`config.mk`:
```
export PLATFORM = sky130hd
export DESIGN_NAME = ring_fifo_with_search_top
export DESIGN_NICKNAME = d
export VERILOG_FILES = /design/src/rtl/core/rfs_pkg.sv /design/src/rtl/core/rfs_ram.sv /design/src/rtl/core/rfs_ctrl.sv /design/src/rtl/core/ring_fifo_with_search_top.sv
export SDC_FILE = /design/constraint.sdc
export NUM_CORES = 1
export LEC_CHECK = 0
export ABC_AREA = 0
export ABC_CLOCK_PERIOD_IN_PS = 7350
export BUFFER_PORTS_ARGS = -buffer_cell sky130_fd_sc_hd__buf_4
export CORE_MARGIN = 5
export CORE_UTILIZATION = 66
export DETAILED_ROUTE_END_ITERATION = 16
export PLACE_DENSITY_LB_ADDON = 0.05
export SYNTH_ARGS = -nofsm -noshare
export SYNTH_HDL_FRONTEND = slang
export SYNTH_HIERARCHICAL = 1
export SYNTH_SLANG_ARGS = --single-unit
```
`constraint.sdc`:
```
create_clock -name clk -period 7.35 [get_ports clk]
set_input_delay 1.47 -clock clk [delete_from_list [all_inputs] [get_ports clk]]
set_output_delay 1.47 -clock clk [all_outputs]
set_load 0.01 [all_outputs]
```
`src/rtl/core/rfs_pkg.sv`:
```
`timescale 1ns / 1ps
`default_nettype none

package rfs_pkg;

  localparam int DATA_W        = 32;
  localparam int KIND_W        = 2;
  localparam int CAP_W         = 5;
  localparam int CNT_W         = 5;
  localparam int DEPTH_DEFAULT = 16;
  localparam logic [CAP_W-1:0] CAP_RESET = CAP_W'(16);

  typedef enum logic [KIND_W-1:0] {
    OP_PUSH   = 2'd0,
    OP_POP    = 2'd1,
    OP_CLEAR  = 2'd2,
    OP_SEARCH = 2'd3
  } op_t;

  typedef enum logic [1:0] {
    ST_IDLE,
    ST_POP,
    ST_SEARCH
  } state_t;

  // one result as it leaves the controller
  typedef struct packed {
    logic                     ok;
    logic signed [DATA_W-1:0] popped;
    logic [CNT_W-1:0]         occupancy;
    logic                     is_full;
    logic                     is_empty;
  } result_t;

  // capacity in effect: zero acts as one, above the depth acts as the depth
  function automatic logic [CAP_W-1:0] eff_capacity(input logic [CAP_W-1:0] cap,
                                                    input int depth);
    logic [CAP_W-1:0] c;
    c = cap;
    if (c == '0) c = CAP_W'(1);
    if (int'(c) > depth) c = CAP_W'(depth);
    return c;
  endfunction

endpackage

`default_nettype wire

```
`src/rtl/core/rfs_ram.sv`:
```
`timescale 1ns / 1ps
`default_nettype none

module rfs_ram #(
  parameter int WIDTH  = 32,
  parameter int DEPTH  = 16,
  parameter int ADDR_W = 4
) (
  input  wire logic              clk,
  input  wire logic              wr_en,
  input  wire logic [ADDR_W-1:0] wr_addr,
  input  wire logic [WIDTH-1:0]  wr_data,
  input  wire logic [ADDR_W-1:0] rd_addr,
  output logic      [WIDTH-1:0]  rd_data
);

  logic [WIDTH-1:0] mem [DEPTH];

  always_ff @(posedge clk) begin
    if (wr_en) begin
      mem[wr_addr] <= wr_data;
    end
    rd_data <= mem[rd_addr];
  end

endmodule

`default_nettype wire

```
`src/rtl/core/rfs_ctrl.sv`:
```
`timescale 1ns / 1ps
`default_nettype none

module rfs_ctrl #(
  parameter int DEPTH  = rfs_pkg::DEPTH_DEFAULT,
  parameter int ADDR_W = 4
) (
  input  wire logic                              clk,
  input  wire logic                              rst,
  input  wire logic                              in_valid,
  output logic                                   in_ready,
  input  wire rfs_pkg::op_t                      in_kind,
  input  wire logic signed [rfs_pkg::DATA_W-1:0] in_value,
  input  wire logic                              out_free,
  output logic                                   res_valid,
  output rfs_pkg::result_t                       res,
  input  wire logic [rfs_pkg::CAP_W-1:0]         eff_cap,
  input  wire logic                              cfg_clear,
  output logic                                   wr_en,
  output logic [ADDR_W-1:0]                      wr_addr,
  output logic [rfs_pkg::DATA_W-1:0]             wr_data,
  output logic [ADDR_W-1:0]                      rd_addr,
  input  wire logic [rfs_pkg::DATA_W-1:0]        rd_data
);

  import rfs_pkg::*;

  state_t               state, state_next;
  logic [ADDR_W-1:0]    head, head_next;
  logic [ADDR_W-1:0]    tail, tail_next;
  logic [CNT_W-1:0]     count, count_next;
  logic [ADDR_W-1:0]    pos, pos_next;
  logic [CNT_W-1:0]     left, left_next;
  logic [DATA_W-1:0]    key, key_next;
  logic                 accept;
  logic                 hit;

  function automatic logic [ADDR_W-1:0] step(input logic [ADDR_W-1:0] i,
                                             input logic [CAP_W-1:0] cap);
    logic [ADDR_W-1:0] n;
    n = ADDR_W'(int'(i) + 1);
    if (int'(i) + 1 >= int'(cap)) n = '0;
    return n;
  endfunction

  assign accept = in_valid && out_free && (state == ST_IDLE);
  assign hit    = (rd_data == key);

  always_comb begin
    state_next    = state;
    head_next     = head;
    tail_next     = tail;
    count_next    = count;
    pos_next      = pos;
    left_next     = left;
    key_next      = key;
    in_ready      = 1'b0;
    res_valid     = 1'b0;
    res.ok        = 1'b0;
    res.popped    = '0;
    wr_en         = 1'b0;
    wr_addr       = tail;
    wr_data       = in_value;
    rd_addr       = head;
    case (state)
      ST_IDLE: begin
        in_ready = out_free;
        if (accept) begin
          case (in_kind)
            OP_PUSH: begin
              res_valid = 1'b1;
              if (int'(count) < int'(eff_cap)) begin
                wr_en      = 1'b1;
                tail_next  = step(tail, eff_cap);
                count_next = count + CNT_W'(1);
                res.ok     = 1'b1;
              end
            end
            OP_POP: begin
              if (count == '0) begin
                res_valid = 1'b1;
              end else begin
                state_next = ST_POP;
              end
            end
            OP_CLEAR: begin
              res_valid  = 1'b1;
              res.ok     = 1'b1;
              head_next  = '0;
              tail_next  = '0;
              count_next = '0;
            end
            OP_SEARCH: begin
              if (count == '0) begin
                res_valid = 1'b1;
              end else begin
                pos_next   = step(head, eff_cap);
                left_next  = count - CNT_W'(1);
                key_next   = in_value;
                state_next = ST_SEARCH;
              end
            end
            default: begin
              res_valid = 1'b1;
            end
          endcase
        end
      end
      ST_POP: begin
        // head entry read last cycle
        res_valid  = 1'b1;
        res.ok     = 1'b1;
        res.popped = rd_data;
        count_next = count - CNT_W'(1);
        if (count_next == '0) begin
          head_next = '0;
          tail_next = '0;
        end else begin
          head_next = step(head, eff_cap);
        end
        state_next = ST_IDLE;
      end
      ST_SEARCH: begin
        // compare the entry read last cycle, issue the next read
        if (hit || left == '0) begin
          res_valid  = 1'b1;
          res.ok     = hit;
          state_next = ST_IDLE;
        end else begin
          rd_addr   = pos;
          pos_next  = step(pos, eff_cap);
          left_next = left - CNT_W'(1);
        end
      end
      default: begin
        state_next = ST_IDLE;
      end
    endcase
    res.occupancy = count_next;
    res.is_full   = (count_next == eff_cap);
    res.is_empty  = (count_next == '0);
  end

  always_ff @(posedge clk) begin
    if (rst) begin
      state <= ST_IDLE;
      head  <= '0;
      tail  <= '0;
      count <= '0;
    end else if (cfg_clear) begin
      state <= ST_IDLE;
      head  <= '0;
      tail  <= '0;
      count <= '0;
    end else begin
      state <= state_next;
      head  <= head_next;
      tail  <= tail_next;
      count <= count_next;
    end
  end

  always_ff @(posedge clk) begin
    pos  <= pos_next;
    left <= left_next;
    key  <= key_next;
  end

`ifndef SYNTHESIS
  a_count_bound: assert property (@(posedge clk) disable iff (rst)
    int'(count) <= int'(eff_cap))
    else $error("occupancy above capacity");

  a_ptr_bound: assert property (@(posedge clk) disable iff (rst)
    int'(head) < int'(eff_cap) && int'(tail) < int'(eff_cap))
    else $error("pointer outside capacity");

  a_empty_home: assert property (@(posedge clk) disable iff (rst)
    count == '0 |-> head == '0 && tail == '0)
    else $error("empty queue with pointers off home");

  a_res_room: assert property (@(posedge clk) disable iff (rst)
    res_valid |-> out_free)
    else $error("result issued while output register full");

  a_write_idle: assert property (@(posedge clk) disable iff (rst)
    wr_en |=> count == $past(count) + CNT_W'(1))
    else $error("slot write without occupancy step");

  a_cap_range: assert property (@(posedge clk) disable iff (rst)
    eff_cap != '0 && int'(eff_cap) <= DEPTH)
    else $error("capacity in effect outside the slot depth");
`endif

endmodule

`default_nettype wire

```
`src/rtl/core/ring_fifo_with_search_top.sv`:
```
`timescale 1ns / 1ps
`default_nettype none
// Circular FIFO of signed 32-bit words with a key search.
// Input stream (s_*): s_tuser holds the operation (push, pop, clear, search),
// s_tdata the word to push or the key to search for. One input transaction
// gives exactly one output transaction on m_*: m_tuser is the ok flag,
// m_tdata carries the popped word, the occupancy and the full/empty flags.
// Configuration: cfg_we with cfg_wdata writes the capacity (zero acts as one,
// above DEPTH acts as DEPTH) and empties the queue; write only while idle.
// Push, clear, a refused pop and a search of an empty queue load their result
// into the output register from the accept; a pop first reads the head entry
// from the slot RAM, whose read is registered; a search reads one slot RAM
// entry per cycle from the oldest entry up to the first match, or through the
// whole occupancy when the key is absent. Push and clear are taken once per
// cycle while the receiver is ready; pop and search hold s_tready low until
// their result is issued. The next transaction is taken at the edge where the
// previous result leaves, never while it waits on m_tready.
// Reset (rst, synchronous): queue empty, capacity 16, no result pending.
// Slot contents are not cleared; only written entries are ever read.
// When the receiver stalls, the result holds in the output register and
// s_tready stays low until it is taken.

module ring_fifo_with_search_top #(
  parameter int DEPTH = rfs_pkg::DEPTH_DEFAULT
) (
  input  wire logic                          clk,
  input  wire logic                          rst,
  input  wire logic                          s_tvalid,
  output logic                               s_tready,
  input  wire logic [rfs_pkg::DATA_W-1:0]    s_tdata,   // [31:0] value
  input  wire logic [rfs_pkg::KIND_W-1:0]    s_tuser,   // [1:0] kind
  output logic                               m_tvalid,
  input  wire logic                          m_tready,
  // [31:0] popped, [36:32] occupancy, [37] is_full, [38] is_empty, [39] zero
  output logic [39:0]                        m_tdata,
  output logic                               m_tuser,   // [0] ok
  input  wire logic                          cfg_we,
  input  wire logic [rfs_pkg::CAP_W-1:0]     cfg_wdata
);

  import rfs_pkg::*;

  localparam int ADDR_W = (DEPTH > 1) ? $clog2(DEPTH) : 1;

  logic [CAP_W-1:0]   capacity;
  logic [CAP_W-1:0]   eff_cap;
  logic               out_free;
  logic               res_valid;
  result_t            res;
  logic               wr_en;
  logic [ADDR_W-1:0]  wr_addr;
  logic [DATA_W-1:0]  wr_data;
  logic [ADDR_W-1:0]  rd_addr;
  logic [DATA_W-1:0]  rd_data;

  // capacity register; the controller empties the queue on the same write
  always_ff @(posedge clk) begin
    if (rst) begin
      capacity <= CAP_RESET;
    end else if (cfg_we) begin
      capacity <= cfg_wdata;
    end
  end

  assign eff_cap  = eff_capacity(capacity, DEPTH);

  // output register may take a result when empty or draining this cycle
  assign out_free = !m_tvalid || m_tready;

  rfs_ctrl #(
    .DEPTH  (DEPTH),
    .ADDR_W (ADDR_W)
  ) u_ctrl (
    .clk       (clk),
    .rst       (rst),
    .in_valid  (s_tvalid),
    .in_ready  (s_tready),
    .in_kind   (op_t'(s_tuser)),
    .in_value  (s_tdata),
    .out_free  (out_free),
    .res_valid (res_valid),
    .res       (res),
    .eff_cap   (eff_cap),
    .cfg_clear (cfg_we),
    .wr_en     (wr_en),
    .wr_addr   (wr_addr),
    .wr_data   (wr_data),
    .rd_addr   (rd_addr),
    .rd_data   (rd_data)
  );

  rfs_ram #(
    .WIDTH  (DATA_W),
    .DEPTH  (DEPTH),
    .ADDR_W (ADDR_W)
  ) u_slots (
    .clk     (clk),
    .wr_en   (wr_en),
    .wr_addr (wr_addr),
    .wr_data (wr_data),
    .rd_addr (rd_addr),
    .rd_data (rd_data)
  );

  // output register: load a fresh result, drop the valid once taken
  always_ff @(posedge clk) begin
    if (rst) begin
      m_tvalid <= 1'b0;
    end else if (res_valid) begin
      m_tvalid <= 1'b1;
    end else if (m_tready) begin
      m_tvalid <= 1'b0;
    end
  end

  always_ff @(posedge clk) begin
    if (res_valid) begin
      m_tuser <= res.ok;
      m_tdata <= {1'b0, res.is_empty, res.is_full, res.occupancy, res.popped};
    end
  end

`ifndef SYNTHESIS
  a_hold_result: assert property (@(posedge clk) disable iff (rst)
    m_tvalid && !m_tready |=> m_tvalid && $stable(m_tdata) && $stable(m_tuser))
    else $error("stalled result changed");

  a_no_accept_stalled: assert property (@(posedge clk) disable iff (rst)
    m_tvalid && !m_tready |-> !s_tready)
    else $error("input taken while result stalled");

  a_cfg_empties: assert property (@(posedge clk) disable iff (rst)
    cfg_we |=> u_ctrl.count == '0)
    else $error("capacity write left entries");
`endif

endmodule

`default_nettype wire

```
==> results.json, run 1 <==
{
  "rsz0062_at_grt": "false",
  "gp_congestion": 0.893,
  "synth_top_cell_by_area": "edfxtp_1",
  "cts.hold.buffers_added": 0,
  "cts_made_buffers": 59,
  "drc": 0,
  "max_freq_mhz": 217,
  "r2r-end": "u_slots/rd_data[19]",
  "antenna_cells": 0,
  "r2r_setup_slack_ps": 2750,
  "first_pass_iters": 5,
  "avgRoutedWirePerCell_um": 27.5,
  "die_w_um": 206,
  "final_nets": 1458,
  "synth_top_area_share": 0.706,
  "hold_depth": 2,
  "path_clk_slew_ps": 60,
  "drive_gt1_frac": 0.248,
  "min_to": "capacity[0]",
  "die_y_um": 206,
  "power_leakage_nw": 9.23,
  "relSlewSlack": 0.132,
  "cp-start-kind": "flop",
  "fin_worst_skew_ps": 19.0,
  "crit-reg2reg-launch": "u_ctrl/key[3]",
  "initialDrtViolationCount": 1196,
  "end_kind": "flop",
  "die_area_um2": 42200,
  "final.min_clock_period_ps": 4600,
  "fin_ws_ps": 2750,
  "min_from": "capacity[0]",
  "fin_crit_sh": 0.626,
  "insertion_delay_ps": 620,
  "cts-htree-levels": 2,
  "row_count": 71,
  "vias": 12500,
  "synthArstFlopShare": 0,
  "post_cts_resized": 0,
  "p_per_area_nw_per_um2": 258,
  "synth_xor_area_frac": 0.0167,
  "cts_root_buf": "clkbuf_16",
  "ant_nets": 0,
  "cap_violations": 0,
  "ys_ff_latch": 646,
  "hold_viol": 0,
  "yosysUniqueCellTypes": 61,
  "tns_ps": 0,
  "wl_um": 53600,
  "vias_per_cell": 6.39,
  "synth-simple-area-share": 0.0419,
  "status": "finished, final reports clean",
  "yosys-mux-area-fraction": 0.119,
  "grt_max_degree": 83,
  "netlist_area_um2": 25200,
  "initial_utilization": 0.670,
  "synth_fp_nets": 1380,
  "hold_class": "flop to flop",
  "grt_pass1_vias": 12800,
  "yosysSeqAreaShare": 0.748,
  "max-vdd-ir-drop_v": 0.000229,
  "pre_cts_ws_ps": 2660,
  "synth_top_family_by_area": "multiplexers",
  "overflow": 0,
  "synth_warnings": 6,
  "coreArea_um2": 37700,
  "ioPinCount": 87,
  "dpl.hpwl_um": 30100,
  "path_class": "flop to flop",
  "netlist_top_cells_area": "edfxtp_1 (71%), mux4_2 (11%), dfxtp_1 (4.2%), a22oi_1 (1.9%), xnor2_1 (1.5%)",
  "grt_pass1_wl_um": 80500,
  "cp.arrival_ps": 5090,
  "clock_sinks": 646,
  "slew_violations": 0,
  "finalSetupViolCount": 0,
  "final_common_cell": "edfxtp_1",
  "synthToLayoutAreaGrowth_pct": 12.4,
  "required_ps": 7840,
  "io_buffers": 85,
  "antenna_found_initial": 0,
  "syn_avg_cell_area_um2": 19.3,
  "synth_compound_area_frac": 0.0370,
  "cts_tree": "built",
  "clockBufferDepth": 3,
  "synth_adder_area_share": 0.0134,
  "critPathMaxFanout": 82,
  "synth_edf_count": 593,
  "final_cell_mix": "edfxtp_1 (593), mux4_2 (128), buf_4 (105), a22oi_1 (65), clkbuf_16 (61)",
  "syn_inst": 1309,
  "cts_setup_buffers": 0,
  "grt_usage": 0.263,
  "synthFlopType": "edfxtp_1",
  "r2r_cells": 11,
  "worstMarginPinSlew_ps": 1300,
  "finalPower_w": 0.00733
}
## through the flow
| stage | cells | area, um2 | utilization | hold WS (ps) |
|---|---|---|---|---|
| 2_1_floorplan | 1309 | 25200 | - | 460 |
| 3_3_place_gp | 1837 | 26400 | 0.700 | 478 |
| 3_5_place_dp | 1837 | 26400 | 0.700 | 486 |
| 4_1_cts | 1949 | 28400 | 0.753 | 502 |
| 5_1_grt | 1949 | 28400 | 0.753 | 550 |
| 6_report | 1949 | 28400 | 0.753 | 502 |
## sequential cells by signal, summed over array words and instances (netlist names)
name,count
m_tvalid,1
u_ctrl/state,2
u_ctrl/head,4
u_ctrl/key,32
m_tdata,39
u_ctrl/left,5
m_tuser,1
u_ctrl/wr_addr,4
u_ctrl/count,5
u_ctrl/pos,4
u_slots/rd_data,32
u_slots/mem,512
capacity,5
## synthesized netlist by cell type, types with 2 or more instances
| master | instances |
|---|---|
| nand4_1 | 10 |
| and3_1 | 7 |
| a21oi_1 | 17 |
| nor2_1 | 37 |
| o21ai_0 | 10 |
| nand3b_1 | 4 |
| buf_2 | 11 |
| dfxtp_1 | 53 |
| buf_1 | 11 |
| xnor2_1 | 42 |
| a22oi_1 | 65 |
| edfxtp_1 | 593 |
| nor3b_1 | 2 |
| inv_1 | 25 |
| mux2_2 | 4 |
| mux4_2 | 128 |
| o22ai_1 | 6 |
| nand2b_1 | 9 |
| nand3_1 | 9 |
| clkbuf_1 | 25 |
| a211o_1 | 3 |
| buf_4 | 42 |
| mux2i_1 | 8 |
| nand2_1 | 51 |
| a21o_1 | 7 |
| nor2b_1 | 11 |
| nor3_1 | 12 |
| xor2_1 | 6 |
| ha_1 | 27 |
| or3_1 | 2 |
| and2_1 | 39 |
| a31oi_1 | 2 |
| nor4_1 | 3 |
## cell families after synthesis
group                    after synthesis
adder cells (fa/ha/maj)               27
other                                  1
flip-flops                           646
XOR/XNOR                              48
AO/OA/AOI/OAI                        128
buffers and inverters                115
AND/OR/NAND/NOR                      204
multiplexers                         140
## per-layer routing
layer,wire length [um],up-vias,track usage,share of wire
li1,-,5368,-,-
met1,21300,6457,0.382,0.40
met2,26600,557,0.431,0.50
met3,4680,73,0.0448,0.087
met4,977,0,0.0608,0.018
met5,0,-,0,0
## critical path: stages (launching register included)
cell	delay, ps
edfxtp_1	400
xnor2_1	450
nand4_1	210
nor4_1	370
nand2_1	210
o21a_1	220
nor3b_1	230
mux2_8	970
buf_12	450
mux4_2	570
a22oi_1	240
nand2_1	80
## final cells by class
class                           count  area [um2]
Clock buffer                       85        1680
Clock inverter                     27         319
Fill cell                        2173        9310
Inverter                           25        93.8
Multi-Input combinational cell    548        5930
Sequential cell                   646       18900
Tap cell                          511         639
Timing Repair Buffer              107         828
## power breakdown
group          internal (W)  leakage, nW  switching [W]
Clock               0.00183        0.971        0.00129
Sequential          0.00403         5.82      0.0000148
Combinational     0.0000621         2.44       0.000105
## worst max-delay path by stage
stage	start	depth (start not counted)	slack, ps	endpoint
finish	u_ctrl/key[3]	11	2750	u_slots/rd_data[19]
global route	u_ctrl/key[7]	11	2390	u_slots/rd_data[19]
CTS	u_ctrl/key[7]	11	2680	u_slots/rd_data[19]
detailed placement	m_tready	8	2660	u_slots/mem[3][17]
global placement	m_tready	8	2710	u_slots/mem[3][19]
floorplan	m_tready	7	1880	u_slots/mem[0][0]
(Power assumes the default switching activity.)
==> run 2, diff against run 1 <==
Settings changed: ABC_CLOCK_PERIOD_IN_PS 7350 to 4050, CORE_UTILIZATION 66 to 56.
Clock period 7.35 ns to 4.05 ns, I/O delays scaled along.
==> run 2 against run 1 <==
  * Clock power increased by 98%
  * Critical path depth unchanged
  * Global-route usage decreased by 2.3 points
  * Register-to-register slack got worse by 2500 ps
  * Sequential share of layout area decreased by 2.3 points
  * Sequential power increased by 81%
==> results.json, run 2 (synthesis gave the netlist of run 1 again) <==
{
  "cp.arrival_ps": 4290,
  "top_register": "u_slots/mem",
  "ant_nets": 0,
  "fin_crit_sh": 0.944,
  "cts_made_buffers": 66,
  "vias_per_cell": 6.16,
  "p_sw_w": 0.00266,
  "cts_tree": "built",
  "cp-start-kind": "flop",
  "cts_root_buf": "clkbuf_16",
  "gp_congestion": 0.803,
  "grt_pass1_wl_um": 87100,
  "ioPinCount": 87,
  "fin_ws_ps": 225,
  "slew_violations": 0,
  "first_pass_iters": 5,
  "overflow": 0,
  "max-vdd-ir-drop_v": 0.000375,
  "row_count": 77,
  "die_w_um": 222,
  "final_nets": 1500,
  "path_clk_slew_ps": 60,
  "drive_gt1_frac": 0.278,
  "cp_common_cell": "nand2_1",
  "max_freq_mhz": 261,
  "critPathMaxFanout": 25,
  "slowest_delay_ps": 530,
  "hold_viol": 0,
  "cts-htree-levels": 3,
  "reg_top3": "u_slots/mem: 512 flops, m_tdata: 39 flops",
  "sequentialPowerShare": 0.531,
  "n_fill_cell": 2951,
  "cap_violations": 0,
  "vias": 12800,
  "io_buffers": 85,
  "grt_usage": 0.240,
  "rsz0062_at_grt": "false",
  "die_area_um2": 49400,
  "clockBufferDepth": 3,
  "power.internal_w": 0.0112,
  "finalPower_w": 0.0138,
  "initial_utilization": 0.568,
  "tns_ps": 0,
  "pre_cts_ws_ps": -153,
  "worstMarginPinSlew_ps": 1080,
  "timing.hold.ws_ps": 450,
  "cp_num_buf_inv": 1,
  "combPwrFrac": 0.023,
  "die_y_um": 222,
  "finalSetupViolCount": 0,
  "wl_um": 59500,
  "grt_max_degree": 52,
  "status": "finished, final reports clean",
  "antenna_found_initial": 0,
  "path_class": "flop to flop",
  "final_area_um2": 29400,
  "end_kind": "flop",
  "power_leakage_nw": 9.62,
  "drc": 0,
  "grt_pass1_vias": 12800,
  "initialDrtViolationCount": 1320,
  "final_cell_mix": "edfxtp_1 (593), mux4_2 (128), buf_4 (113), clkbuf_16 (70), a22oi_1 (65)",
  "worst_path_max_delay_cell": "mux4_2",
  "antenna_cells": 0,
  "clkPwrFrac": 0.446,
  "cp_top_family": "simple AND/OR/NAND/NOR gates",
  "crit_chain": "xnor2_2 -> nand4_1 -> nor4_2 -> nand2_1 -> o21a_1 -> nor3b_2 -> mux2_8 -> buf_12 -> mux4_2 -> a22oi_1 -> nand2_1",
  "p_per_area_nw_per_um2": 471,
  "relSlewSlack": 0.278,
  "synthToLayoutAreaGrowth_pct": 16.4,
  "cts_setup_buffers": 0,
  "fin_worst_skew_ps": 22.1,
  "coreArea_um2": 44400,
  "largest_reg_flops": 512,
  "hold_class": "primary input to flop",
  "required_ps": 4510,
  "clock_sinks": 646,
  "final_common_cell": "edfxtp_1",
  "insertion_delay_ps": 590,
  "final.min_clock_period_ps": 3830,
  "dpl.hpwl_um": 33600,
  "avgRoutedWirePerCell_um": 28.7,
  "p_sw_frac": 0.192,
  "place_area_um2": 27100
}
-- run 2: cell count changes in the layout (fill, tap and decap cells not counted), moves of 5 or more --
cell	delta
xnor2_1	-5
clkbuf_16	+9
clkinv_1	-6
buf_12	+26
xnor2_2	+5
buf_4	+8
-- run 2: layer usage --
metal | routed length [um] | track usage | up-vias
li1 | - | - | 5461
met1 | 24700 | 0.357 | 6707
met2 | 29000 | 0.381 | 530
met3 | 4950 | 0.0420 | 65
met4 | 904 | 0.0555 | 0
met5 | 0 | 0 | -
-- run 2: path summary, 6_finish.rpt --
path / start / end / slack, ps / cells after the start
setup reg to reg: u_ctrl/key[8] / u_slots/rd_data[16] / 220 / 11
hold reg to reg: capacity[1] / capacity[1] / 520 / 2
hold / removal: cfg_wdata[4] / capacity[4] / 450 / 2
setup / recovery: u_ctrl/key[8] / u_slots/rd_data[16] / 220 / 11
-- run 2: power groups by stage --
stage	registers [W]	clock network, W	logic, W
floorplan	0.00749	0	0.000169
global placement	0.00749	0	0.000309
detailed placement	0.00749	0	0.000317
CTS	0.00735	0.00627	0.000319
global route	0.00735	0.00658	0.000343
finish	0.00735	0.00616	0.000316
-- run 2: area by class of cell --
class,count,area [um2],area share
flip-flops and latches,646,18900,0.642
multi-input cells,549,6040,0.206
clock buffers,95,1910,0.0649
repair buffers,141,1410,0.0480
well taps,592,741,0.0252
clock inverters,24,317,0.0108
inverters,25,93.8,0.00320
-- run 2: stage by stage --
stage                     instances   util
final                          2072  0.661
after global routing           2072  0.661
after CTS                      2071  0.660
after detailed placement       1952  0.610
after global placement         1952  0.610
after floorplan                1309      -
-- run 2: timing repair --
action | CTS | global route
gates cloned | 0 | 1
hold buffers | 0 | 0
gates resized for setup | 2 | 5
endpoints found under the setup margin | 32 | 32
==> run 3, diff against run 2 <==
Settings changed: ABC_CLOCK_PERIOD_IN_PS 4050 to 4700, CORE_ASPECT_RATIO from default to 0.7, CORE_UTILIZATION 56 to 66.
Clock period 4.05 ns to 4.7 ns, I/O delays scaled along.
==> run 3 against run 2 <==
  * Clock power decreased by 29%
  * First-iteration DRC count increased by 17%
  * Critical path depth increased by 1
  * Design area decreased by 3.4%
  * Worst hold slack improved by 55 ps
  * Core utilization increased by 9.7 points
  * Sequential power decreased by 14%
  * Global-route usage increased by 2.7 points
==> results.json, run 3 (synthesis gave the netlist of run 1 again) <==
{
  "gp_congestion": 0.886,
  "slowest_delay_ps": 570,
  "die_y_um": 174,
  "path_class": "flop to flop",
  "die_area_um2": 42300,
  "critPathMaxFanout": 30,
  "relSlewSlack": 0.216,
  "cp_common_cell": "nand2_1",
  "grt_pass1_wl_um": 83200,
  "cts_tree": "built",
  "reg_top3": "u_slots/mem: 512 flops, m_tdata: 39 flops",
  "rsz0062_at_grt": "false",
  "crit_chain": "xnor2_1 -> nand4_1 -> nor4_1 -> nand2_1 -> o21a_1 -> nor3b_1 -> buf_4 -> mux2_8 -> buf_12 -> mux4_2 -> a22oi_1 -> nand2_1",
  "multi_input_area_um2": 5940,
  "hold_class": "flop to flop",
  "dpl.hpwl_um": 33300,
  "grt_usage": 0.267,
  "clock_sinks": 646,
  "overflow": 0,
  "final_common_cell": "edfxtp_1",
  "antenna_found_initial": 2,
  "cts.hold.buffers_added": 0,
  "avgRoutedWirePerCell_um": 29.0,
  "fin_worst_skew_ps": 31.6,
  "cap_violations": 0,
  "crit_path_start": "u_ctrl/key[28]",
  "grt_pass1_vias": 12700,
  "vias_per_cell": 6.58,
  "synthToLayoutAreaGrowth_pct": 12.4,
  "insertion_delay_ps": 600,
  "top_register": "u_slots/mem",
  "post-route-util": 0.758,
  "slew_violations": 0,
  "crit-reg2reg-launch": "u_ctrl/key[28]",
  "required_ps": 5160,
  "cts_root_buf": "clkbuf_16",
  "io_buffers": 85,
  "max_freq_mhz": 246,
  "p_per_area_nw_per_um2": 387,
  "die_w_um": 244,
  "final_cell_mix": "edfxtp_1 (593), mux4_2 (128), buf_4 (115), a22oi_1 (65), clkbuf_16 (56)",
  "min_from": "capacity[1]",
  "initialDrtViolationCount": 1542,
  "initial_utilization": 0.674,
  "cts-htree-levels": 2,
  "finalPower_w": 0.0110,
  "end_kind": "flop",
  "final.min_clock_period_ps": 4070,
  "wl_um": 56300,
  "worst_path_max_delay_cell": "mux4_2",
  "ant_nets": 0,
  "power_leakage_nw": 9.23,
  "largest_reg_flops": 512,
  "post_cts_resized": 0,
  "ioPinCount": 87,
  "row_count": 59,
  "coreArea_um2": 37400,
  "tns_ps": 0,
  "status": "finished, final reports clean",
  "n_fill_cell": 2034,
  "hold_viol": 0,
  "grt_max_degree": 34,
  "cp-start-kind": "flop",
  "cts_setup_buffers": 0,
  "cp.arrival_ps": 4530,
  "worstMarginPinSlew_ps": 1170,
  "drc": 0,
  "drive_gt1_frac": 0.254,
  "seq_area_um2": 18900,
  "cts_made_buffers": 56,
  "cp_num_buf_inv": 2,
  "finalSetupViolCount": 0,
  "path_clk_slew_ps": 60,
  "timing.hold.ws_ps": 505,
  "clockBufferDepth": 3,
  "vias": 12800,
  "cp_top_family": "simple AND/OR/NAND/NOR gates",
  "fin_crit_sh": 0.866,
  "final_nets": 1475,
  "first_pass_iters": 5,
  "max-vdd-ir-drop_v": 0.000321
}
==> run 3: changes by cell type in the layout (fill, tap and decap cells not counted), sizes merged, moves of 2 or more <==
cell,change
buf,-14
bufinv,-5
diode,+2
clkbuf,-23
clkinv,+13
==> run 3: per-stage QoR <==
step / area (um2) / setup slack [ps] / cells
after floorplan: 25200 / 100 / 1309
after global placement: 26600 / 633 / 1834
after detailed placement: 26600 / 627 / 1834
after CTS: 28400 / 577 / 1939
after global routing: 28400 / 372 / 1941
final: 28400 / 631 / 1941
==> run 3: cell type report <==
cell class                      count  share of cell area
Inverter                           25             0.00331
Timing Repair Buffer              127              0.0389
Clock inverter                     33             0.00763
Antenna cell                        2            0.000176
Multi-Input combinational cell    548               0.210
Clock buffer                       72              0.0536
Sequential cell                   646               0.665
Tap cell                          488              0.0215
==> run 3: path summary, 6_finish.rpt <==
path,slack [ps],to,depth (start not counted)
hold / removal,510,capacity[1],2
setup reg to reg,630,u_slots/rd_data[8],12
hold reg to reg,510,capacity[1],2
setup / recovery,630,u_slots/rd_data[8],12
==> run 3: worst min-delay path, stage by stage, from the launching register on <==
cell	delay [ps]
dfxtp_1	340
mux2i_1	70
nor2_1	70
==> run 3: where the power goes <==
| part | total, W | switching, W | internal (W) | leakage (nW) |
|---|---|---|---|---|
| sequential | 0.00633 | 0.0000246 | 0.00631 | 5.82 |
| combinational | 0.000267 | 0.000169 | 0.0000989 | 2.57 |
| clock | 0.00437 | 0.00198 | 0.00239 | 0.849 |
==> run 3: per-layer routing <==
metal | GRT usage | vias to the layer above | share of wire
met1 | 0.422 | 6674 | 0.42
met4 | 0.0479 | 0 | 0.015
met5 | 0 | - | 0
met3 | 0.0638 | 64 | 0.099
met2 | 0.397 | 628 | 0.46
li1 | - | 5404 | -
